--- src/hw/rtl/itmq_pkg.sv ---
//------------------------------------------------------------------------------
// itmq_pkg
// Shared constants, codes and controller/datapath interface types for the
// indexed tournament min queue.
//------------------------------------------------------------------------------
`default_nettype none

package itmq_pkg;

   localparam int SLOTS  = 64;
   localparam int NODES  = 2 * SLOTS;
   localparam int SLOT_W = $clog2(SLOTS);
   localparam int NODE_W = $clog2(NODES);
   localparam int OWN_W  = $clog2(SLOTS + 1);
   localparam int KEY_W  = 63;

   // Keys at or above this value mark an empty slot.
   localparam logic signed [KEY_W-1:0] LIMIT_KEY = 63'sd4000000000000000000;

   localparam logic [NODE_W-1:0] ROOT_NODE = NODE_W'(1);
   localparam logic [OWN_W-1:0]  NO_OWNER  = '0;

   typedef enum logic [1:0] {
      ACT_PUSH     = 2'd0,
      ACT_DECREASE = 2'd1,
      ACT_POP      = 2'd2
   } action_type;

   // Commands from the controller to the datapath.
   typedef struct packed {
      logic accept;     // latch the request and set the node pointer
      logic rd_cur;     // read the node under the pointer
      logic leaf_wr;    // write the leaf, read its sibling
      logic climb;      // write the winner into the parent, move up
      logic dec_wr;     // overwrite the node with the new key, move up
      logic rsp_load;   // capture the root into the result registers
      logic pop_load;   // retarget the pointer at the popped slot's leaf
   } cmd_type;

   // Status from the datapath to the controller.
   typedef struct packed {
      logic climb_last; // parent of the pointer is the root
      logic at_root;    // pointer is at the root
      logic dec_hit;    // node key read is above the new key
      logic root_empty; // root read has no owner
   } status_type;

endpackage

`default_nettype wire

--- src/hw/rtl/itmq_ctrl.sv ---
//------------------------------------------------------------------------------
// itmq_ctrl
// Sequencer for push, decrease key and pop, plus the result handshake.
//------------------------------------------------------------------------------
`default_nettype none

module itmq_ctrl (
   input  wire logic                  clock,
   input  wire logic                  reset,
   input  wire logic                  req_valid,
   output      logic                  req_ready,
   input  wire logic [1:0]            req_action,
   output      logic                  rsp_valid,
   input  wire logic                  rsp_ready,
   output      itmq_pkg::cmd_type     cmd,
   input  wire itmq_pkg::status_type  status
);

   typedef enum logic [6:0] {
      ST_IDLE  = 7'b0000001,
      ST_LEAF  = 7'b0000010,
      ST_CLIMB = 7'b0000100,
      ST_DRD   = 7'b0001000,
      ST_DEC   = 7'b0010000,
      ST_PRD   = 7'b0100000,
      ST_ROOT  = 7'b1000000
   } state_type;

   state_type state_ff, state_in;
   logic      rsp_valid_ff, rsp_valid_in;
   logic      rsp_free;

   assign rsp_free  = !rsp_valid_ff || rsp_ready;
   assign req_ready = (state_ff == ST_IDLE);
   assign rsp_valid = rsp_valid_ff;

   always_comb begin
      state_in = state_ff;
      cmd      = '0;
      case (state_ff)
         ST_IDLE: begin
            if (req_valid) begin
               cmd.accept = 1'b1;
               case (req_action)
                  itmq_pkg::ACT_PUSH:     state_in = ST_LEAF;
                  itmq_pkg::ACT_DECREASE: state_in = ST_DRD;
                  itmq_pkg::ACT_POP:      state_in = ST_PRD;
                  default:                state_in = ST_IDLE;
               endcase
            end
         end
         ST_LEAF: begin
            cmd.leaf_wr = 1'b1;
            state_in    = ST_CLIMB;
         end
         ST_CLIMB: begin
            cmd.climb = 1'b1;
            if (status.climb_last) begin
               state_in = ST_IDLE;
            end
         end
         ST_DRD: begin
            cmd.rd_cur = 1'b1;
            state_in   = ST_DEC;
         end
         ST_DEC: begin
            if (status.dec_hit) begin
               cmd.dec_wr = 1'b1;
               if (status.at_root) begin
                  state_in = ST_IDLE;
               end
            end else begin
               state_in = ST_IDLE;
            end
         end
         ST_PRD: begin
            cmd.rd_cur = 1'b1;
            state_in   = ST_ROOT;
         end
         ST_ROOT: begin
            if (rsp_free) begin
               cmd.rsp_load = 1'b1;
               if (status.root_empty) begin
                  state_in = ST_IDLE;
               end else begin
                  cmd.pop_load = 1'b1;
                  state_in     = ST_LEAF;
               end
            end
         end
         default: begin
            state_in = ST_IDLE;
         end
      endcase
   end

   always_comb begin
      rsp_valid_in = rsp_valid_ff;
      if (rsp_ready) begin
         rsp_valid_in = 1'b0;
      end
      if (cmd.rsp_load) begin
         rsp_valid_in = 1'b1;
      end
   end

   always_ff @(posedge clock) begin
      if (reset) begin
         state_ff     <= ST_IDLE;
         rsp_valid_ff <= 1'b0;
      end else begin
         state_ff     <= state_in;
         rsp_valid_ff <= rsp_valid_in;
      end
   end

`ifndef NO_ASSERTIONS
   // A new result is never loaded over one that has not been taken.
   a_no_overwrite: assert property (@(posedge clock) disable iff (reset)
      cmd.rsp_load |-> rsp_free)
      else $error("result overwritten before transfer");

   // The tree walk after a leaf write always starts with a climb.
   a_leaf_then_climb: assert property (@(posedge clock) disable iff (reset)
      (state_ff == ST_LEAF) |=> (state_ff == ST_CLIMB))
      else $error("leaf write not followed by climb");

   // Only an owned root starts a delete.
   a_pop_delete: assert property (@(posedge clock) disable iff (reset)
      cmd.pop_load |-> (cmd.rsp_load && !status.root_empty))
      else $error("delete started without a reported minimum");
`endif

endmodule

`default_nettype wire

--- config.mk ---
export PLATFORM = sky130hd
export DESIGN_NAME = itmq_ctrl
export DESIGN_NICKNAME = d
export VERILOG_FILES = /design/src/hw/rtl/itmq_pkg.sv /design/src/hw/rtl/itmq_ctrl.sv
export SDC_FILE = /design/constraint.sdc
export NUM_CORES = 1
export LEC_CHECK = 0
export BUFFER_PORTS_ARGS = -buffer_cell sky130_fd_sc_hd__buf_2
export CORE_AREA = 8 8 45 47
export CTS_BUF_LIST = sky130_fd_sc_hd__clkbuf_4
export DETAILED_ROUTE_END_ITERATION = 10
export DIE_AREA = 0 0 53 55
export GPL_TIMING_DRIVEN = 0
export PLACE_DENSITY = 0.68
export SKIP_CTS_REPAIR_TIMING = 1
export SLEW_MARGIN = 20
export SYNTH_ARGS = -nofsm -noshare
export SYNTH_HDL_FRONTEND = slang
export SYNTH_SLANG_ARGS = --single-unit
--- constraint.sdc ---
create_clock -name clock -period 3.9 [get_ports clock]
set_clock_uncertainty 0.05 [all_clocks]
set_input_delay 0.78 -clock clock [delete_from_list [all_inputs] [get_ports clock]]
set_output_delay 0.78 -clock clock [all_outputs]
set_load 0.03 [all_outputs]
==> qor.txt <==
Port Buffers - 18
clock latency at the later pin of the worst-skew pair - 0.25 ns
GRT Total Usage - 10.8%
vias post-DR - 603
initial antenna violation count - 0
Max FO, Critical Path - 8
sequential area share after synthesis - 28.8%
syn_nets - 81
CP required - 3.07 ns
placer congestion estimate - 0.805
Sink Count - 8
Slew Limit Fails - 0
Worst EP arrival - 1.66 ns
H-tree levels - 1
cell area after layout - 688 µm²
core area - 1380 µm²
Syn Inst Count - 71
count leader, synth - nor2_1
final hold violation count - 0
period utilisation layout - 64.0%
CTS tree - yes
Max clock buf depth - 2
largest net degree at the start of global routing - 10
vias per cell - 5.58
number of DRC violations after detailed-routing iteration 0 - 7
first-pass GRT wire length - 2.42 mm
Critical Path Source Type - register
VDD IR-drop max - 202 µV
# placed instances - 105
Syn-to-layout area delta - 23.9%
final std cells w/o fill - 108
Worst Max-Slew Pin Slew - 0.345 ns
DRT antenna net count - 0
yosys warns - 0
Area contributors post-synth - dfxtp_1 (29%), nor2_1 (7.4%), nand2_1 (5.4%), nor4b_1 (4.7%), nor3_1 (4.5%)
Routed WL per cell - 13.4 µm
kind of critical path - register to output pin
Hold Path Class - register to register
TritonRoute pass-1 iters - 4
Fmax achieved - 401 MHz
Total Nets Final - 104
outcome - complete, no violations
share of the synthesized area in the top cell type - 28.8%
crit path time final - 2.49 ns
Yosys top cell by area - dfxtp_1
layout filler cell count - 146
Initial Util - 40.1%
relative slew slack - 76.9%
clock slew at reported path FFs - 0.06 ns
fraction of layout cells with a size suffix above 1 - 32.6%
Setup TNS - 0 ns
Async SR Flop Fraction - 0%
setup violators final - 0
Yosys reg bits - 8
RSZ-0062 raised after global routing - false
n_diodes - 0
I/O pins - 19
total CTS buffers - 3
Root Buffer - clkbuf_4
die height - 55 µm
GRT overflow - 0
cell area after synthesis - 556 µm²
Pleak - 0.287 nW
Post-synth EDFFs - 0
routed wire length - 1.44 mm
max cap viols - 0
vias in the first global route - 596
Yosys cell types - 32
PD cells - 338 nW/µm²
die span in x - 53 µm
reg2reg setup slack - 2.45 ns
Rows - 14
DP HPWL - 1.14 mm
full die area - 2920 µm²
Synth Flop Type - dfxtp_1
Post-Place Cell Area - 666 µm²
Synth top cells by count - nor2_1 (11), dfxtp_1 (8), nand2_1 (8)
DR DRC count - 0
crit end category - output pin
Avg Cell Area, Syn - 7.82 µm²
critical path, stage by stage (launching register included):
cell and delay, ns:
dfxtp_1 0.40, nor2_1 0.33, nand4b_2 0.24, nor2_1 0.15
buf_4 0.11, buf_2 0.18
power breakdown:
| part | leakage [nW] | total, mW | internal (mW) | switching (mW) |
|---|---|---|---|---|
| logic | 0.208 | 0.0803 | 0.0283 | 0.0521 |
| registers | 0.0649 | 0.0888 | 0.0859 | 0.00287 |
| clock network | 0.0138 | 0.0634 | 0.0352 | 0.0282 |
worst paths after layout:
path,from,end,cells after the start
max reg2reg,state_ff[1]$_SDFFE_PP0P_,state_ff[0]$_SDFFE_PP1P_,4
max,state_ff[1]$_SDFFE_PP0P_,cmd[1],5
min,rsp_valid$_SDFFE_PP0P_,rsp_valid$_SDFFE_PP0P_,2
min reg2reg,rsp_valid$_SDFFE_PP0P_,rsp_valid$_SDFFE_PP0P_,2
metrics by stage:
| step | setup WS [ns] | total power [mW] | hold WS (ns) | utilization [%] |
|---|---|---|---|---|
| after floorplan | 1.48 | 0.149 | 0.537 | - |
| after global placement | 1.65 | 0.169 | 0.463 | 48.1 |
| after detailed placement | 1.62 | 0.170 | 0.467 | 48.1 |
| after CTS | 1.40 | 0.234 | 0.483 | 49.7 |
| after global routing | 1.24 | 0.248 | 0.518 | 49.7 |
| final | 1.41 | 0.232 | 0.477 | 49.7 |
kinds of logic after synthesis:
family / share of synthesized area [%]
xor gates and xnor gates: 3.15
DFF: 28.8
buffers and inverters: 6.08
AOI/OAI and AO/OA: 15.5
and+or+nand+nor: 46.4
cell type report:
class | count | area (µm²) | area share (%)
multi-input combinational | 56 | 362 | 52.5
sequential | 8 | 160 | 23.3
timing repair buffer | 18 | 90.1 | 13.1
clock buffer | 3 | 22.5 | 3.27
buffer | 4 | 22.5 | 3.27
tap | 16 | 20.0 | 2.91
inverter | 3 | 11.3 | 1.64
registers in the layout, summed over array words and instances (netlist names):
signal	cells
state_ff	7
rsp_valid	1
metal layers:
metal	wire [µm]	share of wire [%]	global-route usage, %	up-vias
met5	0	0	0	-
met4	15	1.0	6.47	0
met3	74	5.1	2.94	4
met2	714	49	18.4	15
met1	639	44	11.9	284
li1	-	-	-	300
layout by cell type, fill, tap and decap left out, drive strengths merged:
master  instances
clkinv          1
nor4            2
o32a            2
a31oi           1
nor2           12
o21a            1
xor2            1
nand3           3
nor4bb          1
a41oi           1
nor2b           1
inv             2
nor3            6
buf            22
clkbuf          3
nand4b          1
dfxtp           8
a21oi           2
o21ai           1
xnor2           1
nand3b          1
nor4b           3
o211ai          2
nand2           8
o22ai           1
nand2b          3
nor3b           1
a211oi          1
(Power assumes the default switching activity.)
